`src/yoa_pkg.sv`:
```
`timescale 1ns / 1ps
// ----------------------------------------------------------------------------
// yoa_pkg
// Shared constants, types and the sigmoid table of the detection-layer
// output activation.
// ----------------------------------------------------------------------------
package yoa_pkg;

    localparam int VALUE_WIDTH_DEF = 16;
    localparam int MAX_ANCHORS_DEF = 9;

    localparam int PLANE_W  = 15;
    localparam int CLASS_W  = 10;
    localparam int ANCHOR_W = 4;
    localparam int THRESH_W = 13;
    localparam int LOC_W    = 14;
    localparam int ENTRY_W  = 11;
    localparam int COUNT_W  = 18;
    localparam int SIG_W    = 13;
    localparam int CFG_ADDR_W = 2;
    localparam int CFG_DATA_W = 15;

    localparam logic [CFG_ADDR_W-1:0] REG_PLANE_SIZE  = 2'd0;
    localparam logic [CFG_ADDR_W-1:0] REG_NUM_CLASSES = 2'd1;
    localparam logic [CFG_ADDR_W-1:0] REG_NUM_ANCHORS = 2'd2;
    localparam logic [CFG_ADDR_W-1:0] REG_OBJ_THRESH  = 2'd3;

    localparam logic [PLANE_W-1:0]  PLANE_RST   = 15'd169;
    localparam logic [CLASS_W-1:0]  CLASS_RST   = 10'd80;
    localparam logic [ANCHOR_W-1:0] ANCHOR_RST  = 4'd3;
    localparam logic [THRESH_W-1:0] THRESH_RST  = 13'd2048;
    localparam logic [PLANE_W-1:0]  PLANE_MAX   = 15'd16384;
    localparam logic [ENTRY_W-1:0]  ENTRY_BASE  = 11'd5;
    localparam logic [ENTRY_W-1:0]  ENTRY_W_POS = 11'd2;
    localparam logic [ENTRY_W-1:0]  ENTRY_H_POS = 11'd3;
    localparam logic [ENTRY_W-1:0]  ENTRY_OBJ   = 11'd4;
    localparam logic [COUNT_W-1:0]  COUNT_MAX   = 18'h3FFFF;
    localparam logic [SIG_W-1:0]    FRAC_ONE    = 13'd4096;

    typedef struct packed {
        logic pass_thru;
        logic is_obj;
        logic last;
    } pos_t;

    // round(4096 * sigmoid(k/4)), k = 0..32
    function automatic logic [11:0] sig_tab(input logic [5:0] k);
        logic [11:0] v;
        case (k)
            6'd0:  v = 12'd2048;
            6'd1:  v = 12'd2303;
            6'd2:  v = 12'd2550;
            6'd3:  v = 12'd2782;
            6'd4:  v = 12'd2994;
            6'd5:  v = 12'd3184;
            6'd6:  v = 12'd3349;
            6'd7:  v = 12'd3490;
            6'd8:  v = 12'd3608;
            6'd9:  v = 12'd3705;
            6'd10: v = 12'd3785;
            6'd11: v = 12'd3850;
            6'd12: v = 12'd3902;
            6'd13: v = 12'd3943;
            6'd14: v = 12'd3976;
            6'd15: v = 12'd4002;
            6'd16: v = 12'd4022;
            6'd17: v = 12'd4038;
            6'd18: v = 12'd4051;
            6'd19: v = 12'd4061;
            6'd20: v = 12'd4069;
            6'd21: v = 12'd4075;
            6'd22: v = 12'd4079;
            6'd23: v = 12'd4083;
            6'd24: v = 12'd4086;
            6'd25: v = 12'd4088;
            6'd26: v = 12'd4090;
            6'd27: v = 12'd4091;
            6'd28: v = 12'd4092;
            6'd29: v = 12'd4093;
            6'd30: v = 12'd4094;
            6'd31: v = 12'd4094;
            default: v = 12'd4095;
        endcase
        return v;
    endfunction

endpackage

```
`src/yoa_position.sv`:
```
`timescale 1ns / 1ps
// ----------------------------------------------------------------------------
// yoa_position
// Location, entry and anchor counters; tags each accepted beat with its
// role in the layer.
// ----------------------------------------------------------------------------
module yoa_position (
    input  logic                          aclk,
    input  logic                          aresetn,
    input  logic                          step,
    input  logic [yoa_pkg::PLANE_W-1:0]   plane,
    input  logic [yoa_pkg::ENTRY_W-1:0]   entries,
    input  logic [yoa_pkg::ANCHOR_W-1:0]  anchors,
    output yoa_pkg::pos_t                 pos
);

    logic [yoa_pkg::LOC_W-1:0]    loc_reg, loc_next;
    logic [yoa_pkg::ENTRY_W-1:0]  entry_reg, entry_next;
    logic [yoa_pkg::ANCHOR_W-1:0] anchor_reg, anchor_next;
    logic [yoa_pkg::LOC_W:0]      loc_inc;
    logic [yoa_pkg::ENTRY_W:0]    entry_inc;
    logic [yoa_pkg::ANCHOR_W:0]   anchor_inc;
    logic                         loc_wrap, entry_wrap, anchor_wrap;

    always_comb begin
        loc_inc     = {1'b0, loc_reg} + 1'b1;
        entry_inc   = {1'b0, entry_reg} + 1'b1;
        anchor_inc  = {1'b0, anchor_reg} + 1'b1;
        loc_wrap    = loc_inc >= plane;
        entry_wrap  = loc_wrap && (entry_inc >= {1'b0, entries});
        anchor_wrap = entry_wrap && (anchor_inc >= {1'b0, anchors});

        loc_next    = loc_wrap ? '0 : loc_inc[yoa_pkg::LOC_W-1:0];
        entry_next  = entry_reg;
        anchor_next = anchor_reg;
        if (loc_wrap) begin
            entry_next = entry_wrap ? '0 : entry_inc[yoa_pkg::ENTRY_W-1:0];
        end
        if (entry_wrap) begin
            anchor_next = anchor_wrap ? '0 : anchor_inc[yoa_pkg::ANCHOR_W-1:0];
        end

        pos.pass_thru = (entry_reg == yoa_pkg::ENTRY_W_POS) ||
                        (entry_reg == yoa_pkg::ENTRY_H_POS);
        pos.is_obj    = entry_reg == yoa_pkg::ENTRY_OBJ;
        pos.last      = anchor_wrap;
    end

    always_ff @(posedge aclk) begin
        if (!aresetn) begin
            loc_reg    <= '0;
            entry_reg  <= '0;
            anchor_reg <= '0;
        end else if (step) begin
            loc_reg    <= loc_next;
            entry_reg  <= entry_next;
            anchor_reg <= anchor_next;
        end
    end

endmodule

```
`src/yoa_sigmoid.sv`:
```
`timescale 1ns / 1ps
// ----------------------------------------------------------------------------
// yoa_sigmoid
// Logistic sigmoid in Q4.12 by table lookup with linear interpolation.
// ----------------------------------------------------------------------------
module yoa_sigmoid #(
    parameter int VALUE_WIDTH = yoa_pkg::VALUE_WIDTH_DEF
) (
    input  logic signed [VALUE_WIDTH-1:0] x,
    output logic [yoa_pkg::SIG_W-1:0]     s,
    output logic [VALUE_WIDTH-1:0]        s_sat
);

    localparam int AW = (VALUE_WIDTH + 1 > 17) ? VALUE_WIDTH + 1 : 17;
    localparam int CW = (VALUE_WIDTH > yoa_pkg::SIG_W) ? VALUE_WIDTH : yoa_pkg::SIG_W;
    localparam logic [VALUE_WIDTH-1:0] MAXPOS = {1'b0, {(VALUE_WIDTH-1){1'b1}}};

    logic signed [AW-1:0] x_ext;
    logic [AW-1:0]        a_full;
    logic [15:0]          a;
    logic [5:0]           idx;
    logic [9:0]           frac;
    logic [11:0]          t_lo, t_hi, y;
    logic [7:0]           diff;
    logic [17:0]          prod;
    logic [CW-1:0]        s_ext;

    always_comb begin
        x_ext  = AW'(x);
        a_full = x_ext[AW-1] ? AW'(-x_ext) : AW'(x_ext);
        a      = (a_full > AW'(32768)) ? 16'd32768 : a_full[15:0];
        idx    = a[15:10];
        frac   = a[9:0];
        t_lo   = yoa_pkg::sig_tab(idx);
        t_hi   = yoa_pkg::sig_tab(idx + 6'd1);
        diff   = 8'(t_hi - t_lo);
        prod   = 18'(diff * frac) + 18'd512;
        y      = (idx == 6'd32) ? t_lo : t_lo + 12'(prod[17:10]);
        s      = x[VALUE_WIDTH-1] ? yoa_pkg::FRAC_ONE - {1'b0, y} : {1'b0, y};
        s_ext  = CW'(s);
        s_sat  = (s_ext > CW'(MAXPOS)) ? MAXPOS : VALUE_WIDTH'(s_ext);
    end

endmodule

```
`src/yoa_count.sv`:
```
`timescale 1ns / 1ps
// ----------------------------------------------------------------------------
// yoa_count
// Objectness threshold test and saturating per-image detection count.
// ----------------------------------------------------------------------------
module yoa_count (
    input  logic                          aclk,
    input  logic                          aresetn,
    input  logic                          step,
    input  logic                          is_obj,
    input  logic                          last,
    input  logic [yoa_pkg::SIG_W-1:0]     s,
    input  logic [yoa_pkg::THRESH_W-1:0]  thresh,
    output logic                          is_det,
    output logic [yoa_pkg::COUNT_W-1:0]   count
);

    logic [yoa_pkg::COUNT_W-1:0] running_reg, running_next;

    always_comb begin
        is_det = is_obj && (s > thresh);
        count  = running_reg;
        if (is_det && (running_reg != yoa_pkg::COUNT_MAX)) begin
            count = running_reg + 1'b1;
        end
        running_next = last ? '0 : count;
    end

    always_ff @(posedge aclk) begin
        if (!aresetn) begin
            running_reg <= '0;
        end else if (step) begin
            running_reg <= running_next;
        end
    end

endmodule

```
`src/yolo_output_activation_top.sv`:
```
`timescale 1ns / 1ps
// ----------------------------------------------------------------------------
// yolo_output_activation_top
// Forward activation of a detection layer: sigmoid on x, y, objectness and
// classes, pass-through on w and h, objectness thresholding and counting.
// ----------------------------------------------------------------------------
// One feature value is taken per clock while the input side is not held, and
// every beat gives one result beat. A beat is registered at the input, goes
// through the sigmoid table and the threshold test, and lands in the output
// register that drives m_axis_tvalid; a stalled output holds the input side
// only once both registers are full. Values arrive anchor by anchor, entry
// by entry, location by location; tlast marks the final value of an image,
// after which the detection count starts over. Register writes belong
// between images while the block is idle.
// ----------------------------------------------------------------------------
module yolo_output_activation_top #(
    parameter int VALUE_WIDTH = yoa_pkg::VALUE_WIDTH_DEF,
    parameter int MAX_ANCHORS = yoa_pkg::MAX_ANCHORS_DEF
) (
    input  logic                                   aclk,
    input  logic                                   aresetn,
    input  logic                                   cfg_we,
    input  logic [yoa_pkg::CFG_ADDR_W-1:0]         cfg_addr,
    input  logic [yoa_pkg::CFG_DATA_W-1:0]         cfg_wdata,
    input  logic                                   s_axis_tvalid,
    output logic                                   s_axis_tready,
    // in_value
    input  logic [((VALUE_WIDTH+7)/8)*8-1:0]       s_axis_tdata,
    output logic                                   m_axis_tvalid,
    input  logic                                   m_axis_tready,
    // out_value, detection_count
    output logic [((VALUE_WIDTH+25)/8)*8-1:0]      m_axis_tdata,
    // is_objectness, is_detection
    output logic [1:0]                             m_axis_tuser,
    output logic                                   m_axis_tlast
);

    localparam int OUT_TDATA_W = ((VALUE_WIDTH + 25) / 8) * 8;

    logic [yoa_pkg::PLANE_W-1:0]  plane_size_reg;
    logic [yoa_pkg::CLASS_W-1:0]  num_classes_reg;
    logic [yoa_pkg::ANCHOR_W-1:0] num_anchors_reg;
    logic [yoa_pkg::THRESH_W-1:0] obj_thresh_reg;

    logic [yoa_pkg::PLANE_W-1:0]  plane;
    logic [yoa_pkg::ENTRY_W-1:0]  entries;
    logic [yoa_pkg::ANCHOR_W-1:0] anchors;

    logic                         s_accept, advance;
    yoa_pkg::pos_t                pos;
    logic                         s1_valid_reg, s1_valid_next;
    logic [VALUE_WIDTH-1:0]       s1_value_reg;
    yoa_pkg::pos_t                s1_pos_reg;

    logic [yoa_pkg::SIG_W-1:0]    sig;
    logic [VALUE_WIDTH-1:0]       sig_sat;
    logic                         det;
    logic [yoa_pkg::COUNT_W-1:0]  count;

    logic                         m_valid_reg, m_valid_next;
    logic [VALUE_WIDTH-1:0]       out_value_reg;
    logic                         obj_reg, det_reg, last_reg;
    logic [yoa_pkg::COUNT_W-1:0]  count_reg;

    // config registers
    always_ff @(posedge aclk) begin
        if (!aresetn) begin
            plane_size_reg  <= yoa_pkg::PLANE_RST;
            num_classes_reg <= yoa_pkg::CLASS_RST;
            num_anchors_reg <= yoa_pkg::ANCHOR_RST;
            obj_thresh_reg  <= yoa_pkg::THRESH_RST;
        end else if (cfg_we) begin
            case (cfg_addr)
                yoa_pkg::REG_PLANE_SIZE:  plane_size_reg  <= cfg_wdata[yoa_pkg::PLANE_W-1:0];
                yoa_pkg::REG_NUM_CLASSES: num_classes_reg <= cfg_wdata[yoa_pkg::CLASS_W-1:0];
                yoa_pkg::REG_NUM_ANCHORS: num_anchors_reg <= cfg_wdata[yoa_pkg::ANCHOR_W-1:0];
                yoa_pkg::REG_OBJ_THRESH:  obj_thresh_reg  <= cfg_wdata[yoa_pkg::THRESH_W-1:0];
                default: ;
            endcase
        end
    end

    always_comb begin
        plane = plane_size_reg;
        if (plane_size_reg == '0) begin
            plane = yoa_pkg::PLANE_W'(1);
        end else if (plane_size_reg > yoa_pkg::PLANE_MAX) begin
            plane = yoa_pkg::PLANE_MAX;
        end
        anchors = num_anchors_reg;
        if (num_anchors_reg == '0) begin
            anchors = yoa_pkg::ANCHOR_W'(1);
        end else if (num_anchors_reg > yoa_pkg::ANCHOR_W'(MAX_ANCHORS)) begin
            anchors = yoa_pkg::ANCHOR_W'(MAX_ANCHORS);
        end
        entries = yoa_pkg::ENTRY_BASE + yoa_pkg::ENTRY_W'(num_classes_reg);
    end

    // handshake
    always_comb begin
        advance       = !m_valid_reg || m_axis_tready;
        s_axis_tready = !s1_valid_reg || advance;
        s_accept      = s_axis_tvalid && s_axis_tready;
        s1_valid_next = s_accept || (s1_valid_reg && !advance);
        m_valid_next  = advance ? s1_valid_reg : m_valid_reg;
    end

    yoa_position u_position (
        .aclk    (aclk),
        .aresetn (aresetn),
        .step    (s_accept),
        .plane   (plane),
        .entries (entries),
        .anchors (anchors),
        .pos     (pos)
    );

    // input stage
    always_ff @(posedge aclk) begin
        if (!aresetn) begin
            s1_valid_reg <= 1'b0;
        end else begin
            s1_valid_reg <= s1_valid_next;
        end
    end

    always_ff @(posedge aclk) begin
        if (s_accept) begin
            s1_value_reg <= s_axis_tdata[VALUE_WIDTH-1:0];
            s1_pos_reg   <= pos;
        end
    end

    yoa_sigmoid #(
        .VALUE_WIDTH (VALUE_WIDTH)
    ) u_sigmoid (
        .x     (s1_value_reg),
        .s     (sig),
        .s_sat (sig_sat)
    );

    yoa_count u_count (
        .aclk    (aclk),
        .aresetn (aresetn),
        .step    (advance && s1_valid_reg),
        .is_obj  (s1_pos_reg.is_obj),
        .last    (s1_pos_reg.last),
        .s       (sig),
        .thresh  (obj_thresh_reg),
        .is_det  (det),
        .count   (count)
    );

    // output stage
    always_ff @(posedge aclk) begin
        if (!aresetn) begin
            m_valid_reg <= 1'b0;
        end else begin
            m_valid_reg <= m_valid_next;
        end
    end

    always_ff @(posedge aclk) begin
        if (advance && s1_valid_reg) begin
            out_value_reg <= s1_pos_reg.pass_thru ? s1_value_reg : sig_sat;
            obj_reg       <= s1_pos_reg.is_obj;
            det_reg       <= det;
            count_reg     <= count;
            last_reg      <= s1_pos_reg.last;
        end
    end

    assign m_axis_tvalid = m_valid_reg;
    assign m_axis_tdata  = OUT_TDATA_W'({count_reg, out_value_reg});
    assign m_axis_tuser  = {det_reg, obj_reg};
    assign m_axis_tlast  = last_reg;

endmodule

```
`config.mk`:
```
export PLATFORM = sky130hd
export DESIGN_NAME = yolo_output_activation_top
export DESIGN_NICKNAME = d
export VERILOG_FILES = /design/src/yoa_pkg.sv /design/src/yoa_position.sv /design/src/yoa_sigmoid.sv /design/src/yoa_count.sv /design/src/yolo_output_activation_top.sv
export SDC_FILE = /design/constraint.sdc
export NUM_CORES = 1
export LEC_CHECK = 0
export BUFFER_PORTS_ARGS = -buffer_cell sky130_fd_sc_hd__buf_2
export CORE_MARGIN = 4
export CORE_UTILIZATION = 60
export DETAILED_ROUTE_END_ITERATION = 7
export PLACE_DENSITY = 0.79
export SYNTH_ARGS = -nofsm -noshare
export SYNTH_HDL_FRONTEND = slang
export SYNTH_SLANG_ARGS = --single-unit
```
`constraint.sdc`:
```
create_clock -name aclk -period 33.2 [get_ports aclk]
set_clock_uncertainty 0.2 [all_clocks]
set_input_delay 1.66 -clock aclk [delete_from_list [all_inputs] [get_ports aclk]]
set_output_delay 1.66 -clock aclk [all_outputs]
set_load 0.05 [all_outputs]
```
==> impl_metrics.json, run 1 <==
{
  "status": "finished clean",
  "clkSlewWorstSetupHoldPaths_ns": 0.06,
  "netlist_area_sq_mm": 0.0128,
  "cp-start-kind": "register",
  "wl_um": 31500,
  "synth.distinct_cells": 84,
  "holdCritPathClass": "reg2reg",
  "root_buffer": "clkbuf_16",
  "cts_setup_buffers": 0,
  "cp_max_fo": 18,
  "drtAntennaViolNets": 0,
  "postCtsHoldBufs": 0,
  "path_class": "reg2reg",
  "tns_ns": 0,
  "min_path_cells": 2,
  "ios": 83,
  "cp_data_arrival_time_ns": 15.70,
  "syn_area_per_cell_sq_um": 8.40,
  "nFillCells": 1757,
  "clk_path_buf_depth": 2,
  "first_pass_iters": 8,
  "timing.slew.headroom_pct": 21.2,
  "die_y_um": 154,
  "gr-total-overflow": 0,
  "crit_path_frequent_cell": "ha_1",
  "synth-seq-cells": 147,
  "worstSetupEndpointType": "register",
  "cts_buffers": 17,
  "grt_pass1_wl_um": 52800,
  "row_count": 53,
  "vias": 11112,
  "viasPerCell": 6.01,
  "rsz0062_at_grt": "no",
  "period_share_pct": 46.9,
  "timing.rr.start": "s1_value_reg[0]",
  "port_buffers": 76,
  "clk_latency_ns": 0.42,
  "yosysSeqAreaShare_pct": 27.3,
  "fin_nets": 1764,
  "crit_end": "u_count.running_reg[13]",
  "r2r_cells": 51,
  "reg2reg_to": "u_count.running_reg[13]",
  "yosys_warnings": 0,
  "grt_pass1_vias": 10875,
  "rrSetupSlack_ns": 17.64,
  "critPathSlowestCell": "a2111oi_0",
  "start_util_pct": 61.0,
  "drive_gt1_share_pct": 9.66,
  "drv_cap": 0,
  "cts-resized-gates": 0,
  "synth_edf_count": 56,
  "grt_antenna_before_repair": 2,
  "die_x_um": 154,
  "grt_usage_pct": 26.6,
  "grt_start_max_net_pins": 118,
  "layout_common_cells": "nand2_1, nor2_1, inv_1, ha_1, dfxtp_1",
  "hold_violations": 0,
  "drv_slew": 0,
  "place_hpwl_um": 23700,
  "fin_crit_ns": 15.56,
  "cts_tree": "yes",
  "synth_async_sr_flop_share_pct": 0,
  "crit_start": "s1_value_reg[0]",
  "multi_input_area_sq_mm": 0.00855,
  "final_common_cell": "nand2_1",
  "coreArea_sq_mm": 0.0210,
  "required_ns": 33.34,
  "drtIter0Drc": 905,
  "worst_path_largest_cell_delay_ns": 0.84,
  "setup_viol": 0,
  "syn_to_final_growth_pct": 8.33,
  "cts_num_sinks": 147,
  "fmax_mhz": 64.3,
  "seqCellArea_sq_mm": 0.00350,
  "routedWlPerCell_um": 17.0,
  "gp_congestion": 0.935,
  "drc": 0,
  "worstMarginPinSlew_ns": 1.18,
  "design.die.area_sq_mm": 0.0238,
  "cts.htree.levels": 4,
  "ys.flop_type": "dfxtp_1",
  "syn_inst": 1528
}
area by class of cell:
type	instances	area share [%]
antenna	1	0.0180
clock buffer	19	3.11
clock inverter	13	1.14
inverter	124	3.35
multi-input combinational	1186	61.5
sequential	147	25.2
tap	275	2.48
timing repair buffer	84	3.17
layer usage:
metal	vias to the layer above	track usage, %	part of all wire, %
met5	-	0	0.025
met3	91	3.92	5.5
met1	5243	34.3	42
met2	394	44.9	49
li1	5382	-	-
met4	2	11.0	3.6
worst max-delay path: cells and delay by family, from the launching register on:
kind,cells,cell delay (ns)
AO/OA/AOI/OAI,18,4.73
XOR/XNOR,4,0.85
adder cells (fa/ha/maj),11,4.48
buffers and inverters,8,1.35
flip-flops,1,0.53
multiplexers,1,0.31
AND/OR/NAND/NOR,9,3.04
how the worst min path moves through the flow:
stage / from / to / slack [ns]
finish: obj_thresh_reg[1] / obj_thresh_reg[1] / 0.27
global route: s1_pos_reg[1] / obj_reg / 0.29
CTS: obj_thresh_reg[7] / obj_thresh_reg[7] / 0.27
detailed placement: obj_thresh_reg[7] / obj_thresh_reg[7] / 0.26
global placement: obj_thresh_reg[9] / obj_thresh_reg[9] / 0.26
floorplan: s1_pos_reg[1] / obj_reg / 0.23
synth_stat cells (10+ instances only):
cell type / number / area share (%)
a21boi_0: 50 / 2.9
a21o_1: 19 / 1.1
a21oi_1: 49 / 1.9
a41oi_1: 10 / 0.68
and2_1: 15 / 0.73
and3_1: 29 / 1.4
clkbuf_1: 58 / 1.7
dfxtp_1: 91 / 14
edfxtp_1: 56 / 13
fa_1: 49 / 7.6
ha_1: 117 / 11
inv_1: 122 / 3.6
mux2_2: 13 / 1.1
mux2i_1: 11 / 0.86
nand2_1: 217 / 6.3
nand2b_1: 12 / 0.58
nand3_1: 57 / 2.2
nand3b_1: 11 / 0.64
nand4_1: 13 / 0.63
nand4b_1: 14 / 0.96
nor2_1: 123 / 3.6
nor2b_1: 16 / 0.78
nor3_1: 21 / 0.82
nor4_1: 10 / 0.49
o211ai_1: 13 / 0.76
o21a_1: 16 / 0.94
o21ai_0: 61 / 2.4
o22ai_1: 17 / 0.83
or3_1: 15 / 0.73
xnor2_1: 47 / 3.2
xor2_1: 48 / 3.3
cell families (layout without fill, tap and decap cells):
| group | after synthesis | in the layout | share of synthesized area (%) |
|---|---|---|---|
| other cells | 1 | 7 | 0.0292 |
| compound gates | 299 | 299 | 15.9 |
| simple gates | 591 | 591 | 22.4 |
| xor+xnor | 97 | 97 | 6.74 |
| fa+ha+maj | 166 | 166 | 19.1 |
| flops | 147 | 147 | 27.3 |
| mux | 27 | 27 | 2.35 |
| buf+inv | 200 | 240 | 6.19 |
through the flow:
step           setup slack [ns]  utilization (%)  hold slack, ns  cell area [sq um]  std cells
2_1_floorplan             19.92                -           0.226              12900       1533
3_3_place_gp              18.33             63.3           0.257              13300       1816
3_5_place_dp              17.85             63.3           0.262              13300       1816
4_1_cts                   17.77             66.1           0.271              13900       1848
5_1_grt                   16.60             66.1           0.292              13900       1849
6_report                  17.64             66.1           0.267              13900       1849
Power of run 1 is left out: the tool's default activity adds up to more than one toggle a clock period on the data nets, which glitch-free logic cannot reach.
==> inputs of run 2 (changes only) <==
--- a/config.mk
+++ b/config.mk
@@ -7,7 +7,7 @@
 export LEC_CHECK = 0
 export BUFFER_PORTS_ARGS = -buffer_cell sky130_fd_sc_hd__buf_2
 export CORE_MARGIN = 4
-export CORE_UTILIZATION = 60
+export CORE_UTILIZATION = 57
 export DETAILED_ROUTE_END_ITERATION = 7
 export PLACE_DENSITY = 0.79
 export SYNTH_ARGS = -nofsm -noshare
==> constraint.sdc (replaced) <==
create_clock -name aclk -period 14.3 [get_ports aclk]
set_clock_uncertainty 0.2 [all_clocks]
set_input_delay 0.715 -clock aclk [delete_from_list [all_inputs] [get_ports aclk]]
set_output_delay 0.715 -clock aclk [all_outputs]
set_load 0.05 [all_outputs]
==> impl_metrics.json, run 2 (synthesis results as in run 1) <==
{
  "seqCellArea_sq_mm": 0.00350,
  "fin_nets": 1789,
  "crit_start": "s1_value_reg[6]",
  "wl_um": 31200,
  "port_buffers": 76,
  "first_pass_iters": 6,
  "nFillCells": 1827,
  "coreArea_sq_mm": 0.0220,
  "cpLargestDelayFamily": "adder cells",
  "clk_path_buf_depth": 2,
  "drc": 0,
  "die_y_um": 158,
  "layout_common_cells": "nand2_1, inv_1, nor2_1, ha_1, dfxtp_1",
  "place_hpwl_um": 23800,
  "cts_buffers": 17,
  "reg2reg_to": "count_reg[4]",
  "drtAntennaViolNets": 0,
  "multi_input_area_sq_mm": 0.00863,
  "start_util_pct": 58.4,
  "drtIter0Drc": 565,
  "grt_usage_pct": 25.3,
  "crit_end": "count_reg[4]",
  "cp-start-kind": "register",
  "worstSetupPathDepth": 53,
  "place_ws_ns": -0.00193,
  "setup_ws_ns": 0.761,
  "clkSlewWorstSetupHoldPaths_ns": 0.07,
  "timing.slew.headroom_pct": 24.6,
  "routedWlPerCell_um": 16.6,
  "worst_path_largest_cell_delay_ns": 0.63,
  "cp_max_fo": 10,
  "period_share_pct": 94.7,
  "holdCritPathClass": "reg2reg",
  "final_common_cell": "nand2_1",
  "tns_ns": 0,
  "grt_pass1_vias": 10710,
  "cts_num_sinks": 147,
  "syn_to_final_growth_pct": 10.4,
  "diodes": 0,
  "cts.htree.levels": 4,
  "timing.rr.start": "s1_value_reg[6]",
  "fmax_mhz": 73.9,
  "gp_congestion": 0.964,
  "cp_data_arrival_time_ns": 13.52,
  "cts_tree": "yes",
  "worstMarginPinSlew_ns": 1.13,
  "viasPerCell": 5.88,
  "drv_slew": 0,
  "status": "finished clean",
  "clk_latency_ns": 0.43,
  "critPathSlowestCell": "or4_4",
  "fin_crit_ns": 13.54,
  "drv_cap": 0,
  "hold_violations": 0,
  "crit_buf_inv": 8,
  "required_ns": 14.28,
  "place_inst": 1839,
  "design.die.area_sq_mm": 0.0250,
  "grt_pass1_wl_um": 51600,
  "die_x_um": 158,
  "worstSetupEndpointType": "register",
  "drive_gt1_share_pct": 12.3,
  "ios": 83,
  "r2r_cells": 53,
  "grt_start_max_net_pins": 118,
  "vias": 11041,
  "grt_antenna_before_repair": 2,
  "gr-total-overflow": 0,
  "setup_viol": 0,
  "root_buffer": "clkbuf_16",
  "rrSetupSlack_ns": 0.76,
  "stdcell_count": 1878,
  "path_class": "reg2reg",
  "row_count": 54
}
-- run 2: cell types whose count changed in the layout (fill, tap and decap cells not counted), moves of 3 or more --
cell | before | now
nand2_1 | 217 | 214
inv_6 | 2 | 5
inv_8 | 0 | 3
nand2_2 | 0 | 3
buf_4 | 8 | 33
-- run 2: worst register-to-register path, delay by kind of cell, from the launching register on --
family	cells	cell delay, ns
fa+ha+maj	12	4.54
compound gates	17	3.44
simple gates	11	3.03
xor+xnor	5	0.79
buf+inv	8	0.79
flops	1	0.53
-- run 2: layout make-up --
| type | count | share of cell area, % |
|---|---|---|
| inverters | 124 | 3.28 |
| repair buffers | 109 | 4.43 |
| well taps | 280 | 2.47 |
| clock buffers | 17 | 3.00 |
| multi-input cells | 1186 | 60.9 |
| flip-flops and latches | 147 | 24.7 |
| clock inverters | 15 | 1.21 |
-- run 2: worst min-delay path by stage --
stage | startpoint | end | cells after the start
after floorplan | s1_pos_reg[1] | obj_reg | 0
after global placement | obj_thresh_reg[10] | obj_thresh_reg[10] | 2
after detailed placement | obj_thresh_reg[7] | obj_thresh_reg[7] | 2
after CTS | s_axis_tdata[13] | s1_value_reg[13] | 1
after global routing | s_axis_tdata[0] | s1_value_reg[0] | 1
final | obj_thresh_reg[7] | obj_thresh_reg[7] | 2
-- run 2: what timing repair did --
| action | CTS | global route |
|---|---|---|
| pin swaps | 0 | 1 |
| gates resized for setup | 1 | 19 |
| buffers inserted | 0 | 7 |
| setup endpoints to repair | 10 | 37 |
| hold buffers | 0 | 0 |
-- run 2: routing by layer --
layer / global-route usage [%] / share of wire, % / vias up
met4: 9.02 / 3.1 / 4
met1: 32.2 / 42 / 5234
met2: 43.7 / 50 / 300
met5: 0 / 0.083 / -
li1: - / - / 5428
met3: 3.85 / 4.8 / 75
-- run 2: per-stage QoR --
stage	utilization, %	hold WS [ns]	area (sq um)
final	64.5	0.266	14200
after global routing	64.5	0.259	14200
after CTS	64.0	0.254	14100
after detailed placement	61.2	0.261	13400
after global placement	61.2	0.252	13400
after floorplan	-	0.226	12900
Power of run 2 is left out for the same reason.
==> inputs of run 3 (changes only) <==
--- a/config.mk
+++ b/config.mk
@@ -7,9 +7,9 @@
 export LEC_CHECK = 0
 export BUFFER_PORTS_ARGS = -buffer_cell sky130_fd_sc_hd__buf_2
 export CORE_MARGIN = 4
-export CORE_UTILIZATION = 57
+export CORE_UTILIZATION = 60
 export DETAILED_ROUTE_END_ITERATION = 7
-export PLACE_DENSITY = 0.79
+export PLACE_DENSITY = 0.87
 export SYNTH_ARGS = -nofsm -noshare
 export SYNTH_HDL_FRONTEND = slang
 export SYNTH_SLANG_ARGS = --single-unit
==> constraint.sdc (replaced) <==
create_clock -name aclk -period 15.4 [get_ports aclk]
set_clock_uncertainty 0.2 [all_clocks]
set_input_delay 0.77 -clock aclk [delete_from_list [all_inputs] [get_ports aclk]]
set_output_delay 0.77 -clock aclk [all_outputs]
set_load 0.05 [all_outputs]
==> impl_metrics.json, run 3 (synthesis results as in run 1) <==
{
  "holdCritPathClass": "reg2reg",
  "cp_max_fo": 18,
  "coreArea_sq_mm": 0.0210,
  "crit_path_frequent_cell": "ha_1",
  "start_util_pct": 61.0,
  "gr-total-overflow": 0,
  "nFillCells": 1604,
  "clk_path_buf_depth": 2,
  "drtIter0Drc": 802,
  "r2r_cells": 50,
  "grt_usage_pct": 26.1,
  "timing.slew.headroom_pct": 23.8,
  "worstHoldEndpoint": "obj_thresh_reg[5]",
  "root_buffer": "clkbuf_16",
  "crit_buf_inv": 6,
  "hold_violations": 0,
  "vias": 11185,
  "fmax_mhz": 69.6,
  "fin_nets": 1765,
  "syn_to_final_growth_pct": 8.74,
  "drc": 0,
  "grt_start_max_net_pins": 68,
  "ios": 83,
  "min_path_cells": 2,
  "cts.htree.levels": 4,
  "clk_latency_ns": 0.43,
  "grt_pass1_vias": 10892,
  "tns_ns": 0,
  "wl_um": 31600,
  "drv_slew": 0,
  "grt_antenna_before_repair": 2,
  "viasPerCell": 6.05,
  "reg2reg_to": "count_reg[5]",
  "path_class": "reg2reg",
  "hold_path_startpoint": "obj_thresh_reg[5]",
  "worst_path_largest_cell_delay_ns": 0.59,
  "worstMarginPinSlew_ns": 1.14,
  "cp_data_arrival_time_ns": 14.35,
  "status": "finished clean",
  "final_common_cell": "nand2_1",
  "cts_tree": "yes",
  "fin_crit_ns": 14.38,
  "cts_buffers": 17,
  "drive_gt1_share_pct": 10.5,
  "die_x_um": 154,
  "layout_common_cells": "nand2_1, inv_1, nor2_1, ha_1, dfxtp_1",
  "critPathSlowestCell": "a2111oi_1",
  "cpLargestDelayFamily": "adder cells",
  "worstSetupEndpointType": "register",
  "rsz0062_at_grt": "no",
  "grt_pass1_wl_um": 51700,
  "routedWlPerCell_um": 17.1,
  "postCtsHoldBufs": 0,
  "period_share_pct": 93.4,
  "drv_cap": 0,
  "crit_start": "s1_value_reg[2]",
  "die_y_um": 154,
  "cp-start-kind": "register",
  "gp_congestion": 0.926,
  "place_hpwl_um": 23500,
  "required_ns": 15.38,
  "row_count": 53,
  "timing.rr.start": "s1_value_reg[2]",
  "clkSlewWorstSetupHoldPaths_ns": 0.06,
  "cts_setup_buffers": 0,
  "port_buffers": 76,
  "rrSetupSlack_ns": 1.02,
  "cts_num_sinks": 147,
  "drtAntennaViolNets": 0,
  "first_pass_iters": 6,
  "design.die.area_sq_mm": 0.0238,
  "setup_viol": 0
}
run 3: layout make-up:
cell class / count / area (sq um) / area share, %
Multi-Input combinational cell: 1186 / 8600 / 61.6
Antenna cell: 1 / 2.50 / 0.0179
Sequential cell: 147 / 3500 / 25.1
Timing Repair Buffer: 85 / 448 / 3.21
Clock inverter: 14 / 153 / 1.09
Clock buffer: 18 / 439 / 3.15
Tap cell: 275 / 344 / 2.47
Inverter: 124 / 465 / 3.34
run 3: what timing repair did:
| action | in CTS | in global routing |
|---|---|---|
| resized for setup | 0 | 12 |
| endpoints found under the setup margin | 0 | 37 |
| endpoints found under the hold margin | 0 | 0 |
run 3: worst register-to-register path, delay by kind of cell, from the launching register on:
family	cells	cell delay (ns)
and+or+nand+nor	9	2.51
buffers and inverters	6	0.84
DFF	1	0.55
AOI/OAI and AO/OA	17	4.08
muxes	1	0.30
adders and majority gates	10	4.09
xor gates and xnor gates	7	1.59
run 3: how the worst max path moves through the flow:
stage / cells after the start / end / slack [ns]
after floorplan: 52 / count_reg[5] / 2.12
after global placement: 51 / u_count.running_reg[16] / 0.78
after detailed placement: 51 / u_count.running_reg[16] / 0.35
after CTS: 51 / u_count.running_reg[8] / 0.23
after global routing: 53 / u_count.running_reg[5] / 0.003
final: 50 / count_reg[5] / 1.02
run 3: per-stage QoR:
stage	setup WS, ns	instances	hold WS (ns)	cell area [sq um]	utilization, %
3_5_place_dp	0.352	1817	0.260	13300	63.3
4_1_cts	0.232	1849	0.268	13900	66.2
6_report	1.02	1850	0.266	14000	66.4
3_3_place_gp	0.775	1817	0.253	13300	63.3
2_1_floorplan	2.12	1533	0.226	12900	-
5_1_grt	0.00301	1850	0.292	14000	66.4
run 3: layer usage:
metal | global-route usage (%) | share of wire (%)
met1 | 33.0 | 40
met2 | 44.5 | 50
met3 | 4.00 | 6.4
met4 | 11.0 | 3.6
met5 | 0 | 0.035
Power of run 3 is left out for the same reason.
